--- config.mk ---
export PLATFORM = sky130hd
export DESIGN_NAME = packed_triangle_index_convert
export DESIGN_NICKNAME = d
export VERILOG_FILES = /design/src/hdl/ptic_pkg.sv /design/src/hdl/ptic_core.sv /design/src/hdl/packed_triangle_index_convert.sv
export VERILOG_INCLUDE_DIRS = /design/src /design/src/hdl
export SDC_FILE = /design/constraint.sdc
export NUM_CORES = 1
export LEC_CHECK = 0
export BUFFER_PORTS_ARGS = -buffer_cell sky130_fd_sc_hd__buf_2
export CORE_MARGIN = 2
export CORE_UTILIZATION = 40
export CTS_CLUSTER_SIZE = 24
export DETAILED_ROUTE_END_ITERATION = 16
export RECOVER_POWER = 25
export SYNTH_ARGS = -nofsm -noshare
export SYNTH_HDL_FRONTEND = slang
export SYNTH_SLANG_ARGS = --single-unit
--- constraint.sdc ---
create_clock -name clk -period 17.3 [get_ports clk]
set_clock_uncertainty 0.1 [all_clocks]
set_input_delay 5.19 -clock clk [delete_from_list [all_inputs] [get_ports clk]]
set_output_delay 5.19 -clock clk [all_outputs]
set_load 0.02 [all_outputs]
--- src/hdl/packed_triangle_index_convert_defines.svh ---
// ----------------------------------------------------------------------------
// Packed triangle index converter: assertion macros
// Shared assertion shorthands, clocked on clk and disabled while rst_n is low.
// ----------------------------------------------------------------------------
`ifndef PACKED_TRIANGLE_INDEX_CONVERT_DEFINES_SVH
`define PACKED_TRIANGLE_INDEX_CONVERT_DEFINES_SVH

// same-cycle implication
`define PTIC_ASSERT_IMPL(lbl, ante, cons) \
  lbl: assert property (@(posedge clk) disable iff (!rst_n) (ante) |-> (cons)) \
    else $error("ptic assertion failed");

// next-cycle implication
`define PTIC_ASSERT_NEXT(lbl, ante, cons) \
  lbl: assert property (@(posedge clk) disable iff (!rst_n) (ante) |=> (cons)) \
    else $error("ptic assertion failed");

`endif

--- src/hdl/ptic_pkg.sv ---
// ----------------------------------------------------------------------------
// Packed triangle index converter: package
// Widths, microcode word layout, control codes and the microcode ROM.
// ----------------------------------------------------------------------------
package ptic_pkg;

  localparam int IDX_W   = 24;
  localparam int DIM_W   = 13;
  localparam int PROD_W  = 2 * DIM_W;
  localparam int ACC_W   = PROD_W + 1;
  localparam int CNT_W   = 5;
  localparam int UPC_W   = 5;
  localparam int DIM_MAX = (1 << DIM_W) - 1;

  localparam int unsigned PTIC_MAX_DIM_DEF = 4096;
  localparam logic [DIM_W-1:0] DIM_RESET = 13'd4096;

  localparam logic [CNT_W-1:0] DIV_STEPS_M1    = CNT_W'(IDX_W - 1);
  localparam logic [CNT_W-1:0] SEARCH_STEPS_M1 = CNT_W'(DIM_W - 1);

  // datapath operations
  localparam logic [3:0] OP_NOP    = 4'd0;
  localparam logic [3:0] OP_START  = 4'd1;
  localparam logic [3:0] OP_DIV    = 4'd2;
  localparam logic [3:0] OP_LOHI   = 4'd3;
  localparam logic [3:0] OP_MUL    = 4'd4;
  localparam logic [3:0] OP_TRI    = 4'd5;
  localparam logic [3:0] OP_ADDHL  = 4'd6;
  localparam logic [3:0] OP_TOTAL  = 4'd7;
  localparam logic [3:0] OP_SEARCH = 4'd8;
  localparam logic [3:0] OP_FULL   = 4'd9;
  localparam logic [3:0] OP_RANGE  = 4'd10;
  localparam logic [3:0] OP_DONE   = 4'd11;

  // multiplier operand A
  localparam logic [1:0] MA_LO    = 2'd0;
  localparam logic [1:0] MA_TRIAL = 2'd1;
  localparam logic [1:0] MA_COL   = 2'd2;
  localparam logic [1:0] MA_DEFF  = 2'd3;

  // multiplier operand B
  localparam logic [1:0] MB_DM1  = 2'd0;
  localparam logic [1:0] MB_AM1  = 2'd1;
  localparam logic [1:0] MB_DEFF = 2'd2;

  // product destination
  localparam logic DST_P1 = 1'b0;
  localparam logic DST_P2 = 1'b1;

  // jump conditions
  localparam logic [2:0] C_NONE   = 3'd0;
  localparam logic [2:0] C_ALWAYS = 3'd1;
  localparam logic [2:0] C_ACT1   = 3'd2;
  localparam logic [2:0] C_INV    = 3'd3;
  localparam logic [2:0] C_CNT    = 3'd4;

  // program addresses
  localparam logic [UPC_W-1:0] A_DIV    = 5'd2;
  localparam logic [UPC_W-1:0] A_ACT1   = 5'd9;
  localparam logic [UPC_W-1:0] A_SEARCH = 5'd12;
  localparam logic [UPC_W-1:0] A_RANGE  = 5'd20;
  localparam logic [UPC_W-1:0] A_DONE   = 5'd21;

  typedef struct packed {
    logic [3:0]       op;
    logic [1:0]       ma;
    logic [1:0]       mb;
    logic             dst;
    logic [2:0]       cond;
    logic [UPC_W-1:0] target;
  } ptic_uword_t;

  typedef struct packed {
    logic [IDX_W-1:0] index;
    logic             invalid;
  } ptic_res_t;

  function automatic ptic_uword_t ptic_uw(logic [3:0] op, logic [1:0] ma, logic [1:0] mb,
                                          logic dst, logic [2:0] cond,
                                          logic [UPC_W-1:0] target);
    ptic_uword_t w;
    w.op     = op;
    w.ma     = ma;
    w.mb     = mb;
    w.dst    = dst;
    w.cond   = cond;
    w.target = target;
    return w;
  endfunction

  function automatic ptic_uword_t ptic_urom(logic [UPC_W-1:0] addr);
    ptic_uword_t w;
    unique case (addr)
      // shared entry, split on action
      5'd0:  w = ptic_uw(OP_START,  MA_LO,    MB_DM1,  DST_P1, C_ACT1,   A_ACT1);
      // full -> packed
      5'd1:  w = ptic_uw(OP_NOP,    MA_LO,    MB_DM1,  DST_P1, C_INV,    A_DONE);
      5'd2:  w = ptic_uw(OP_DIV,    MA_LO,    MB_DM1,  DST_P1, C_CNT,    A_DIV);
      5'd3:  w = ptic_uw(OP_LOHI,   MA_LO,    MB_DM1,  DST_P1, C_NONE,   A_DONE);
      5'd4:  w = ptic_uw(OP_NOP,    MA_LO,    MB_DM1,  DST_P1, C_INV,    A_DONE);
      5'd5:  w = ptic_uw(OP_MUL,    MA_LO,    MB_DM1,  DST_P1, C_NONE,   A_DONE);
      5'd6:  w = ptic_uw(OP_MUL,    MA_LO,    MB_AM1,  DST_P2, C_NONE,   A_DONE);
      5'd7:  w = ptic_uw(OP_TRI,    MA_LO,    MB_DM1,  DST_P1, C_NONE,   A_DONE);
      5'd8:  w = ptic_uw(OP_ADDHL,  MA_LO,    MB_DM1,  DST_P1, C_ALWAYS, A_RANGE);
      // packed -> full
      5'd9:  w = ptic_uw(OP_MUL,    MA_DEFF,  MB_DM1,  DST_P1, C_INV,    A_DONE);
      5'd10: w = ptic_uw(OP_TOTAL,  MA_LO,    MB_DM1,  DST_P1, C_NONE,   A_DONE);
      5'd11: w = ptic_uw(OP_NOP,    MA_LO,    MB_DM1,  DST_P1, C_INV,    A_DONE);
      5'd12: w = ptic_uw(OP_MUL,    MA_TRIAL, MB_DM1,  DST_P1, C_NONE,   A_DONE);
      5'd13: w = ptic_uw(OP_MUL,    MA_TRIAL, MB_AM1,  DST_P2, C_NONE,   A_DONE);
      5'd14: w = ptic_uw(OP_SEARCH, MA_LO,    MB_DM1,  DST_P1, C_CNT,    A_SEARCH);
      5'd15: w = ptic_uw(OP_MUL,    MA_COL,   MB_DM1,  DST_P1, C_NONE,   A_DONE);
      5'd16: w = ptic_uw(OP_MUL,    MA_COL,   MB_AM1,  DST_P2, C_NONE,   A_DONE);
      5'd17: w = ptic_uw(OP_TRI,    MA_LO,    MB_DM1,  DST_P1, C_NONE,   A_DONE);
      5'd18: w = ptic_uw(OP_MUL,    MA_COL,   MB_DEFF, DST_P1, C_NONE,   A_DONE);
      5'd19: w = ptic_uw(OP_FULL,   MA_LO,    MB_DM1,  DST_P1, C_NONE,   A_DONE);
      // common tail
      5'd20: w = ptic_uw(OP_RANGE,  MA_LO,    MB_DM1,  DST_P1, C_NONE,   A_DONE);
      5'd21: w = ptic_uw(OP_DONE,   MA_LO,    MB_DM1,  DST_P1, C_NONE,   A_DONE);
      default: w = ptic_uw(OP_DONE, MA_LO,    MB_DM1,  DST_P1, C_NONE,   A_DONE);
    endcase
    return w;
  endfunction

endpackage

--- src/hdl/ptic_core.sv ---
// ----------------------------------------------------------------------------
// Packed triangle index converter: microcoded core
// Step counter, microcode ROM and a datapath with one divider step, one
// registered 13x13 multiplier and one 27-bit adder.
// ----------------------------------------------------------------------------
`include "packed_triangle_index_convert_defines.svh"

module ptic_core #(
  parameter int unsigned MAX_DIMENSION = ptic_pkg::PTIC_MAX_DIM_DEF
) (
  input  logic                       clk,
  input  logic                       rst_n,
  input  logic                       start_i,
  input  logic                       act_i,
  input  logic [ptic_pkg::IDX_W-1:0] idx_i,
  input  logic [ptic_pkg::DIM_W-1:0] cfg_dim_i,
  input  logic                       out_free_i,
  output logic                       busy_o,
  output logic                       done_o,
  output ptic_pkg::ptic_res_t        res_o
);
  import ptic_pkg::*;

  localparam int unsigned SAT_DIM = (MAX_DIMENSION > DIM_MAX) ? DIM_MAX : MAX_DIMENSION;
  localparam logic [DIM_W-1:0] SAT_D = SAT_DIM[DIM_W-1:0];

  logic             busy_r, busy_nxt;
  logic [UPC_W-1:0] upc_r, upc_nxt;

  logic             act_r, act_nxt;
  logic [IDX_W-1:0] idx_r, idx_nxt;
  logic [DIM_W-1:0] d_r, d_nxt;
  logic [DIM_W-1:0] dm1_r, dm1_nxt;
  logic [DIM_W-1:0] rem_r, rem_nxt;
  logic [IDX_W-1:0] quo_r, quo_nxt;
  logic [DIM_W-1:0] lo_r, lo_nxt;
  logic [DIM_W-1:0] hi_r, hi_nxt;
  logic [DIM_W-1:0] c_r, c_nxt;
  logic [CNT_W-1:0] cnt_r, cnt_nxt;
  logic [PROD_W-1:0] p1_r, p1_nxt;
  logic [PROD_W-1:0] p2_r, p2_nxt;
  logic [ACC_W-1:0] acc_r, acc_nxt;
  logic             inv_r, inv_nxt;

  ptic_uword_t      uw;
  logic [DIM_W-1:0] deff;
  logic [DIM_W-1:0] trial;
  logic [DIM_W-1:0] mul_a, mul_b;
  logic [PROD_W-1:0] prod;
  logic [DIM_W:0]   div_sh;
  logic             div_ge;
  logic [PROD_W-1:0] tri_val;
  logic             jump;

  assign uw    = ptic_urom(upc_r);
  assign deff  = (cfg_dim_i > SAT_D) ? SAT_D : cfg_dim_i;
  assign trial = c_r | (DIM_W'(1) << cnt_r[3:0]);

  always_comb begin
    unique case (uw.ma)
      MA_LO:    mul_a = lo_r;
      MA_TRIAL: mul_a = trial;
      MA_COL:   mul_a = c_r;
      MA_DEFF:  mul_a = d_r;
      default:  mul_a = lo_r;
    endcase
    unique case (uw.mb)
      MB_DM1:  mul_b = dm1_r;
      MB_AM1:  mul_b = mul_a - DIM_W'(1);
      MB_DEFF: mul_b = d_r;
      default: mul_b = dm1_r;
    endcase
  end

  assign prod    = mul_a * mul_b;
  // restoring divider: shift one dividend bit in per step
  assign div_sh  = {rem_r, quo_r[IDX_W-1]};
  assign div_ge  = div_sh >= {1'b0, d_r};
  // columns 0..n-1 hold n*(d-1) - n*(n-1)/2 entries
  assign tri_val = p1_r - {1'b0, p2_r[PROD_W-1:1]};

  always_comb begin
    unique case (uw.cond)
      C_NONE:   jump = 1'b0;
      C_ALWAYS: jump = 1'b1;
      C_ACT1:   jump = act_r;
      C_INV:    jump = inv_r;
      C_CNT:    jump = cnt_r != '0;
      default:  jump = 1'b0;
    endcase
  end

  always_comb begin
    busy_nxt = busy_r;
    upc_nxt  = upc_r;
    act_nxt  = act_r;
    idx_nxt  = idx_r;
    d_nxt    = d_r;
    dm1_nxt  = dm1_r;
    rem_nxt  = rem_r;
    quo_nxt  = quo_r;
    lo_nxt   = lo_r;
    hi_nxt   = hi_r;
    c_nxt    = c_r;
    cnt_nxt  = cnt_r;
    p1_nxt   = p1_r;
    p2_nxt   = p2_r;
    acc_nxt  = acc_r;
    inv_nxt  = inv_r;
    done_o   = 1'b0;

    if (start_i) begin
      act_nxt  = act_i;
      idx_nxt  = idx_i;
      upc_nxt  = '0;
      busy_nxt = 1'b1;
    end else if (busy_r) begin
      upc_nxt = jump ? uw.target : upc_r + UPC_W'(1);
      unique case (uw.op)
        OP_NOP: begin
        end
        OP_START: begin
          d_nxt   = deff;
          dm1_nxt = deff - DIM_W'(1);
          rem_nxt = '0;
          quo_nxt = idx_r;
          cnt_nxt = DIV_STEPS_M1;
          inv_nxt = act_r ? (deff < DIM_W'(2)) : (deff == '0);
        end
        OP_DIV: begin
          rem_nxt = div_ge ? DIM_W'(div_sh - {1'b0, d_r}) : div_sh[DIM_W-1:0];
          quo_nxt = {quo_r[IDX_W-2:0], div_ge};
          cnt_nxt = cnt_r - CNT_W'(1);
        end
        OP_LOHI: begin
          // quotient is the column, remainder the row
          inv_nxt = (quo_r >= IDX_W'(d_r)) || (IDX_W'(rem_r) == quo_r);
          if (IDX_W'(rem_r) < quo_r) begin
            lo_nxt = rem_r;
            hi_nxt = quo_r[DIM_W-1:0];
          end else begin
            lo_nxt = quo_r[DIM_W-1:0];
            hi_nxt = rem_r;
          end
        end
        OP_MUL: begin
          if (uw.dst == DST_P2) begin
            p2_nxt = prod;
          end else begin
            p1_nxt = prod;
          end
        end
        OP_TRI: begin
          acc_nxt = ACC_W'(tri_val);
        end
        OP_ADDHL: begin
          acc_nxt = acc_r + ACC_W'(hi_r) - ACC_W'(lo_r) - ACC_W'(1);
        end
        OP_TOTAL: begin
          inv_nxt = PROD_W'(idx_r) >= {1'b0, p1_r[PROD_W-1:1]};
          c_nxt   = '0;
          cnt_nxt = SEARCH_STEPS_M1;
        end
        OP_SEARCH: begin
          // binary search for the last column starting at or before idx
          if (trial <= dm1_r && tri_val <= PROD_W'(idx_r)) begin
            c_nxt = trial;
          end
          cnt_nxt = cnt_r - CNT_W'(1);
        end
        OP_FULL: begin
          acc_nxt = ACC_W'(p1_r) + ACC_W'(c_r) + ACC_W'(1) + ACC_W'(idx_r) - acc_r;
        end
        OP_RANGE: begin
          inv_nxt = inv_r || (acc_r[ACC_W-1:IDX_W] != '0);
        end
        OP_DONE: begin
          if (out_free_i) begin
            done_o   = 1'b1;
            busy_nxt = 1'b0;
          end
          upc_nxt = upc_r;
        end
        default: begin
          busy_nxt = 1'b0;
        end
      endcase
    end
  end

  assign busy_o        = busy_r;
  assign res_o.invalid = inv_r;
  assign res_o.index   = inv_r ? '0 : acc_r[IDX_W-1:0];

  always_ff @(posedge clk) begin
    if (!rst_n) begin
      busy_r <= 1'b0;
      upc_r  <= '0;
    end else begin
      busy_r <= busy_nxt;
      upc_r  <= upc_nxt;
    end
  end

  always_ff @(posedge clk) begin
    act_r <= act_nxt;
    idx_r <= idx_nxt;
    d_r   <= d_nxt;
    dm1_r <= dm1_nxt;
    rem_r <= rem_nxt;
    quo_r <= quo_nxt;
    lo_r  <= lo_nxt;
    hi_r  <= hi_nxt;
    c_r   <= c_nxt;
    cnt_r <= cnt_nxt;
    p1_r  <= p1_nxt;
    p2_r  <= p2_nxt;
    acc_r <= acc_nxt;
    inv_r <= inv_nxt;
  end

  `PTIC_ASSERT_IMPL(a_no_start_busy, start_i, !busy_r)
  `PTIC_ASSERT_IMPL(a_upc_in_program, busy_r, upc_r <= A_DONE)
  `PTIC_ASSERT_NEXT(a_div_rem, busy_r && !start_i && uw.op == OP_DIV && cnt_r == '0, rem_r < d_r)
  `PTIC_ASSERT_NEXT(a_search_col, busy_r && !start_i && uw.op == OP_SEARCH, c_r <= dm1_r)
  `PTIC_ASSERT_NEXT(a_done_idle, done_o, !busy_r)

endmodule

--- src/hdl/packed_triangle_index_convert.sv ---
// ----------------------------------------------------------------------------
// Packed triangle index converter: top level
// Converts between a full column-major matrix index and a packed
// strictly-lower-triangle index, in either direction.
// ----------------------------------------------------------------------------
// Usage:
//   cfg_*  : write matrix_dimension with cfg_valid/cfg_ready; write only while
//            idle. cfg_ready is always high.
//   in_*   : one transfer per item (in_valid high, in_stall low). in_action 0
//            maps a full index to a packed index, 1 maps packed back to full.
//   out_*  : one result per item, out_invalid set with out_index_out zero when
//            the input is on the diagonal or out of range.
// Sequencing: a microcode program runs each item; action 0 runs a 24-step
//   divider loop and action 1 runs 13 rounds of three steps in the column
//   search. A zero dimension or a packed index outside the triangle jumps
//   straight to the done step; diagonal or out-of-range full indexes still
//   run the divider. One item is in flight at a time; in_stall is high while
//   it runs.
// The output register holds one finished result, so a new item is taken
//   while that result waits. When out_stall keeps a result pending, the next
//   item finishes its program and parks on its last step.
// Reset: synchronous, active low; clears the sequencer and the output valid,
//   and sets matrix_dimension to 4096.
// ----------------------------------------------------------------------------
module packed_triangle_index_convert #(
  parameter int unsigned MAX_DIMENSION = ptic_pkg::PTIC_MAX_DIM_DEF
) (
  input  logic                       clk,
  input  logic                       rst_n,
  input  logic                       cfg_valid,
  output logic                       cfg_ready,
  input  logic [ptic_pkg::DIM_W-1:0] cfg_matrix_dimension,
  input  logic                       in_valid,
  output logic                       in_stall,
  input  logic                       in_action,
  input  logic [ptic_pkg::IDX_W-1:0] in_index_in,
  output logic                       out_valid,
  input  logic                       out_stall,
  output logic [ptic_pkg::IDX_W-1:0] out_index_out,
  output logic                       out_invalid
);
  import ptic_pkg::*;

  logic [DIM_W-1:0] dim_r, dim_nxt;
  logic             out_valid_r, out_valid_nxt;
  logic [IDX_W-1:0] out_index_r, out_index_nxt;
  logic             out_invalid_r, out_invalid_nxt;

  logic      busy;
  logic      done;
  logic      start;
  logic      out_free;
  ptic_res_t res;

  assign cfg_ready = 1'b1;
  assign in_stall  = busy;
  assign start     = in_valid && !busy;
  assign out_free  = !out_valid_r || !out_stall;

  ptic_core #(
    .MAX_DIMENSION (MAX_DIMENSION)
  ) u_core (
    .clk        (clk),
    .rst_n      (rst_n),
    .start_i    (start),
    .act_i      (in_action),
    .idx_i      (in_index_in),
    .cfg_dim_i  (dim_r),
    .out_free_i (out_free),
    .busy_o     (busy),
    .done_o     (done),
    .res_o      (res)
  );

  always_comb begin
    dim_nxt         = dim_r;
    out_valid_nxt   = out_valid_r;
    out_index_nxt   = out_index_r;
    out_invalid_nxt = out_invalid_r;
    if (cfg_valid && cfg_ready) begin
      dim_nxt = cfg_matrix_dimension;
    end
    if (done) begin
      out_valid_nxt   = 1'b1;
      out_index_nxt   = res.index;
      out_invalid_nxt = res.invalid;
    end else if (out_valid_r && !out_stall) begin
      out_valid_nxt = 1'b0;
    end
  end

  always_ff @(posedge clk) begin
    if (!rst_n) begin
      dim_r       <= DIM_RESET;
      out_valid_r <= 1'b0;
    end else begin
      dim_r       <= dim_nxt;
      out_valid_r <= out_valid_nxt;
    end
  end

  always_ff @(posedge clk) begin
    out_index_r   <= out_index_nxt;
    out_invalid_r <= out_invalid_nxt;
  end

  assign out_valid     = out_valid_r;
  assign out_index_out = out_index_r;
  assign out_invalid   = out_invalid_r;

endmodule
==> results of run 1 <==
[final cells by class]
| type | count | area [sq um] |
|---|---|---|
| inverter | 440 | 1650 |
| antenna | 2 | 5.00 |
| clock inverter | 17 | 144 |
| fill | 6027 | 35100 |
| clock buffer | 41 | 898 |
| tap | 846 | 1060 |
| sequential | 272 | 7810 |
| multi-input combinational | 1841 | 15600 |
| timing repair buffer | 93 | 510 |
[final timing paths]
| path | startpoint | end | slack, ns | cells after the start |
|---|---|---|---|---|
| hold / removal | u_core.uw[0] | u_core.upc_r[0] | 0.43 | 2 |
| hold reg to reg | u_core.uw[0] | u_core.upc_r[0] | 0.43 | 2 |
| setup reg to reg | u_core.cnt_r[0] | u_core.p1_r[22] | 7.91 | 30 |
| setup / recovery | u_core.cnt_r[0] | u_core.p1_r[22] | 7.91 | 30 |
[stage by stage]
stage / total power (W) / util / std cells
floorplan: 0.00332 / - / 2628
global placement: 0.00417 / 0.424 / 3492
detailed placement: 0.00424 / 0.424 / 3492
CTS: 0.00494 / 0.441 / 3550
global route: 0.00537 / 0.440 / 3550
finish: 0.00494 / 0.440 / 3552
[worst reg2reg max path: cells and delay by family (launching register included)]
kind / cells / cell delay [ns]
buffers and inverters: 6 / 0.55
multiplexers: 1 / 0.60
adder cells (fa/ha/maj): 8 / 3.34
AO/OA/AOI/OAI: 9 / 2.70
flip-flops: 1 / 0.45
AND/OR/NAND/NOR: 4 / 1.21
XOR/XNOR: 2 / 0.18
[synth_stat cells (all sizes together) (10+ instances only)]
| cell | number |
|---|---|
| and2 | 50 |
| a21o | 59 |
| nor2b | 72 |
| a21oi | 139 |
| nand2 | 238 |
| clkbuf | 64 |
| fa | 174 |
| buf | 11 |
| and3 | 13 |
| mux2i | 24 |
| o221ai | 10 |
| inv | 440 |
| a221oi | 11 |
| nand3 | 25 |
| a22oi | 13 |
| mux4 | 13 |
| nand4 | 26 |
| a211oi | 17 |
| ha | 279 |
| o21ai | 113 |
| nor3b | 11 |
| nor4 | 11 |
| o211ai | 12 |
| o21a | 33 |
| xnor2 | 68 |
| xor2 | 42 |
| mux2 | 26 |
| nor2 | 163 |
| nor3 | 29 |
| a31oi | 14 |
| dfxtp | 36 |
| edfxtp | 236 |
| nand2b | 28 |
[per-layer routing]
| layer | GRT usage | vias to the layer above | wire length, um |
|---|---|---|---|
| met4 | 0.0819 | 0 | 2740 |
| met2 | 0.359 | 550 | 33300 |
| met5 | 0 | - | 0 |
| li1 | - | 9091 | - |
| met1 | 0.295 | 9441 | 32200 |
| met3 | 0.0323 | 127 | 4080 |
[logic make-up after synthesis]
logic type,after synthesis,synth area share
buffers and inverters,515,0.0772
xor gates and xnor gates,110,0.0381
AOI/OAI and AO/OA,511,0.132
and+or+nand+nor,703,0.135
DFF,272,0.309
muxes,63,0.0327
other,1,0.000148
adders and majority gates,453,0.276
[registers in the layout (all words and copies together), names as in the netlist, 16 cells and up]
register,cells
u_core.acc_r,27
u_core.p1_r,26
u_core.p2_r,25
out_index_out,24
u_core.idx_r,24
u_core.quo_r,24
u_core.uw,16
[power by group through the flow]
stage,Combinational [W],Clock [W],Sequential [W]
6_report,0.00318,0.000685,0.00108
2_1_floorplan,0.00225,0,0.00107
5_1_grt,0.00356,0.000725,0.00109
4_1_cts,0.00317,0.000699,0.00108
3_5_place_dp,0.00314,0,0.00109
3_3_place_gp,0.00308,0,0.00109
[cell usage in the layout, fill, tap and decap left out, drive strengths merged, types with 14 or more instances in the layout]
| cell | netlist | routed |
|---|---|---|
| clkbuf | 64 | 45 |
| fa | 174 | 174 |
| nor2 | 163 | 163 |
| inv | 440 | 441 |
| nand2 | 238 | 238 |
| a31oi | 14 | 14 |
| nand4 | 26 | 26 |
| buf | 11 | 89 |
| xor2 | 42 | 42 |
| xnor2 | 68 | 68 |
| a21o | 59 | 59 |
| mux2 | 26 | 26 |
| dfxtp | 36 | 36 |
| a211oi | 17 | 17 |
| nor2b | 72 | 72 |
| o21a | 33 | 33 |
| a21oi | 139 | 139 |
| mux2i | 24 | 24 |
| ha | 279 | 279 |
| o21ai | 113 | 113 |
| and2 | 50 | 50 |
| nor3 | 29 | 29 |
| nand2b | 28 | 28 |
| nand3 | 25 | 25 |
| edfxtp | 236 | 236 |
==> flow_metrics.env, run 1 <==
export IMPL_status="finished with violations"
export IMPL_violations="capacitance limit, slew limit"
export IMPL_overflow=0
export IMPL_yosysSeqAreaShare=0.309
export IMPL_synth_area_sq_um=25300
export IMPL_first_pass_iters=5
export IMPL_ys_types=79
export IMPL_antenna_found_initial=3
export IMPL_cts_buffers_inserted=34
export IMPL_cts_resized=0
export IMPL_initial_core_util=0.403
export IMPL_detail_route_wl_per_cell_um=20.4
export IMPL_cts_max_level=2
export IMPL_routed_wl_um=72300
export IMPL_ctsHoldBuffers=0
export IMPL_gp_congestion=0.914
export IMPL_rows=92
export IMPL_layout_drive_gt1_share=0.0773
export IMPL_slowest_stage="o221ai_1"
export IMPL_synth_top_area_frac=0.280
export IMPL_max_cap_violations=3
export IMPL_worst_ep_required_time_ns=17.49
export IMPL_path_delay_family="adder cells"
export IMPL_path_buf_inv=6
export IMPL_slew_violations=103
export IMPL_worstSetupPathType="reg -> reg"
export IMPL_design_area_sq_um=27600
export IMPL_crit_top_cell="inv_1"
export IMPL_seq_power_share=0.219
export IMPL_period_needed_ns=9.39
export IMPL_p_sw_w=0.00230
export IMPL_period_share=0.543
export IMPL_fin_ws_ns=7.91
export IMPL_postCtsSetupBuffers=0
export IMPL_holdCritPathClass="reg -> reg"
export IMPL_ys_ff_latch=272
export IMPL_io_pins=71
export IMPL_drt_iter0_drc=1349
export IMPL_startpoint_type="flop"
export IMPL_ir_drop_mv=0.333
export IMPL_synth_area_top_cells="edfxtp_1 (28%), ha_1 (14%), fa_1 (14%), inv_1 (6.5%), nand2_1 (3.5%)"
export IMPL_holdWs_ns=0.433
export IMPL_pwr_share_clk=0.138
export IMPL_yosysWarnings=0
export IMPL_grt_max_degree=48
export IMPL_p_comb_frac=0.643
export IMPL_end_kind="flop"
export IMPL_cts_root_buf="clkbuf_16"
export IMPL_synth_edf_count=236
export IMPL_areaGrowthSynthToFinish_pct=9.30
export IMPL_avgSynthCellArea_sq_um=9.62
export IMPL_fin_tns_setup_ns=0
export IMPL_swShare=0.466
export IMPL_die_w_um=255
export IMPL_num_nets_final=3178
export IMPL_cp_slowest_stage_delay_ns=0.96
export IMPL_insertion_delay_ns=0.54
export IMPL_pre_cts_ws_ns=7.94
export IMPL_synthCells=2628
export IMPL_core_sq_um=62700
export IMPL_async_flop_share=0
export IMPL_pwr_density_cell_nw_per_um2=179
export IMPL_power_internal_w=0.00264
export IMPL_route_antenna_remaining_nets=0
export IMPL_clk_pin_slew_ns=0.06
export IMPL_placed_cell_area_sq_um=26600
export IMPL_cts_buffer_depth=3
export IMPL_worstMarginPinSlew_ns=2.01
export IMPL_grt_usage=0.220
export IMPL_ys_flop_type="edfxtp_1"
export IMPL_setup_violations_final=0
export IMPL_dieArea_sq_um=65200
export IMPL_grt_first_pass_wirelength_um=111000
export IMPL_cts_sinks=272
export IMPL_p_leak_nw=12.4
export IMPL_cts_tree="built"
export IMPL_fmax_ghz=0.107
export IMPL_die_h_um=255
export IMPL_rsz0062_at_grt="no"
export IMPL_first_global_vias=19200
export IMPL_post_dp_hpwl_um=59000
export IMPL_synthesis_nets=3124
export IMPL_yosysTopAreaCell="edfxtp_1"
export IMPL_critPathMaxFanout=13
export IMPL_port_buffers=69
export IMPL_avgViaCountPerCell=5.41
export IMPL_relSlewSlack=-0.338
export IMPL_arrival_ns=9.58
export IMPL_drc=0
export IMPL_via_count=19200
export IMPL_finalHoldViolations=0
Note: power is estimated with default switching activity, not from simulation.
==> run 2, diff against run 1 <==
- ABC_AREA: not set -> 1
- clock period: 17.3 -> 8 ns (I/O delays scaled with it)
==> flow_metrics.env, run 2 <==
export IMPL_synthCells=3382
export IMPL_path_buf_inv=6
export IMPL_grt_max_degree=44
export IMPL_cp_slowest_stage_delay_ns=0.54
export IMPL_seq_power_share=0.223
export IMPL_design_area_sq_um=29500
export IMPL_async_flop_share=0
export IMPL_cts_buffers_inserted=30
export IMPL_postCtsSetupBuffers=0
export IMPL_antenna_found_initial=2
export IMPL_swShare=0.473
export IMPL_final_cell_mix="inv_1 (651), nand2_1 (622), ha_1 (279)"
export IMPL_post_dp_hpwl_um=67900
export IMPL_worstMarginPinSlew_ns=2.22
export IMPL_insertedDiodeCount=0
export IMPL_synth_edf_count=236
export IMPL_worstSetupPathType="reg -> reg"
export IMPL_overflow=0
export IMPL_yosysWarnings=0
export IMPL_ys_types=55
export IMPL_io_pins=71
export IMPL_pre_cts_ws_ns=0.847
export IMPL_num_nets_final=3941
export IMPL_avgSynthCellArea_sq_um=8.00
export IMPL_p_leak_nw=14.1
export IMPL_holdCritPathClass="reg -> reg"
export IMPL_ys_flop_type="edfxtp_1"
export IMPL_critPathMaxFanout=12
export IMPL_fin_ws_ns=0.761
export IMPL_fmax_ghz=0.138
export IMPL_hp_start="dim_r[10]"
export IMPL_path_delay_family="adder cells"
export IMPL_yosysSeqAreaShare=0.289
export IMPL_cts_max_level=1
export IMPL_reg2reg_slack_ns=0.76
export IMPL_largest_reg_flops=27
export IMPL_fin_tns_setup_ns=0
export IMPL_gp_congestion=0.979
export IMPL_synth_most_common_cell="inv_1"
export IMPL_power_internal_w=0.00558
export IMPL_p_sw_w=0.00500
export IMPL_core_sq_um=67000
export IMPL_layout_drive_gt1_share=0.0784
export IMPL_worst_ep_required_time_ns=8.23
export IMPL_synth_area_sq_um=27100
export IMPL_synth_simple_gate_area_frac=0.228
export IMPL_relSlewSlack=-0.477
export IMPL_synthesis_nets=3878
export IMPL_route_antenna_remaining_nets=0
export IMPL_violations="capacitance limit, slew limit"
export IMPL_status="finished with violations"
export IMPL_pwr_density_cell_nw_per_um2=359
export IMPL_setup_violations_final=0
export IMPL_max_cap_violations=4
export IMPL_slowest_stage="fa_1"
export IMPL_port_buffers=69
export IMPL_die_w_um=264
export IMPL_synthMuxAreaShare=0
export IMPL_slew_violations=124
export IMPL_synth_compound_area_share=0.0982
export IMPL_largest_register="u_core.acc_r"
export IMPL_dieArea_sq_um=69700
export IMPL_arrival_ns=7.47
export IMPL_routed_wl_um=81900
export IMPL_yosys_top_cells_count="inv_1 (651), nand2_1 (622), ha_1 (279)"
export IMPL_drc=0
export IMPL_synthAdderAreaFrac=0.258
export IMPL_insertion_delay_ns=0.62
export IMPL_ys_ff_latch=272
export IMPL_grt_first_pass_wirelength_um=126000
export IMPL_cts_root_buf="clkbuf_16"
export IMPL_finalHoldViolations=0
export IMPL_cts_buffer_depth=3
export IMPL_cts_sinks=272
export IMPL_synth_top_area_frac=0.262
export IMPL_detail_route_wl_per_cell_um=18.9
export IMPL_initial_core_util=0.404
export IMPL_largestRegisters="u_core.acc_r: 27 flops, u_core.p1_r: 26 flops, u_core.p2_r: 25 flops"
export IMPL_synth_xor_area_frac=0.0236
export IMPL_via_count=22600
export IMPL_first_global_vias=21700
export IMPL_placed_cells=4286
export IMPL_drt_iter0_drc=1890
export IMPL_cp_startpoint="u_core.cnt_r[0]"
export IMPL_die_h_um=264
export IMPL_synth_top_family_by_area="adder cells"
export IMPL_p_comb_frac=0.630
export IMPL_final_common_cell="inv_1"
export IMPL_end_kind="flop"
export IMPL_stdcell_count=4342
export IMPL_period_share=0.905
export IMPL_fill_cells=6813
export IMPL_avgViaCountPerCell=5.20
export IMPL_cts_tree="built"
export IMPL_holdWs_ns=0.379
export IMPL_clk_pin_slew_ns=0.06
export IMPL_ir_drop_mv=0.592
export IMPL_synth_area_top_cells="edfxtp_1 (26%), ha_1 (13%), fa_1 (13%), inv_1 (9.0%), nand2_1 (8.6%)"
export IMPL_first_pass_iters=8
export IMPL_pwr_share_clk=0.147
export IMPL_startpoint_type="flop"
export IMPL_placed_cell_area_sq_um=28400
export IMPL_cts_resized=0
export IMPL_yosysTopAreaCell="edfxtp_1"
export IMPL_grt_usage=0.232
export IMPL_r2r_start="u_core.cnt_r[0]"
export IMPL_rsz0062_at_grt="no"
export IMPL_areaGrowthSynthToFinish_pct=8.94
export IMPL_period_needed_ns=7.24
export IMPL_rows=95
export IMPL_ctsHoldBuffers=0
-- run 2: kinds of logic after synthesis --
family | Yosys count
DFF | 272
xor gates and xnor gates | 73
adders and majority gates | 453
AOI/OAI and AO/OA | 488
buffers and inverters | 726
other | 1
and+or+nand+nor | 1369
-- run 2: per-layer routing --
layer,wire length (um),share of wire,up-vias,GRT usage
met3,5260,0.064,113,0.0247
met4,2160,0.026,0,0.0576
met5,0,0,-,0
met2,37500,0.46,790,0.383
met1,37000,0.45,10500,0.327
li1,-,-,11100,-
-- run 2: tightest hold or removal path: stages, from the launching register on --
cell,delay [ns]
dfxtp_1,0.31
inv_1,0.07
a21oi_1,0.06
-- run 2: worst paths after layout --
check | end | cells after the start
setup reg to reg | u_core.p1_r[19] | 29
setup / recovery | u_core.p1_r[19] | 29
hold reg to reg | dim_r[10] | 2
hold / removal | dim_r[10] | 2
-- run 2: metrics by stage --
stage                util  power [W]
global placement    0.423    0.00901
global route        0.440     0.0116
finish              0.440     0.0106
floorplan               -    0.00721
detailed placement  0.423    0.00909
CTS                 0.440     0.0107
-- run 2: cell type report --
cell class,count,area [sq um],area share
Clock buffer,32,768,0.0261
Inverter,669,2520,0.0854
Tap cell,873,1090,0.0371
Timing Repair Buffer,88,469,0.0159
Multi-Input combinational cell,2384,16500,0.559
Sequential cell,272,7810,0.265
Clock inverter,24,335,0.0114
-- run 2: power by group through the flow --
stage               clock (W)  sequential, W  combinational, W
global route          0.00163        0.00237           0.00759
finish                0.00155        0.00236           0.00666
detailed placement          0        0.00239           0.00670
floorplan                   0        0.00233           0.00488
global placement            0        0.00239           0.00663
CTS                   0.00158        0.00236           0.00675
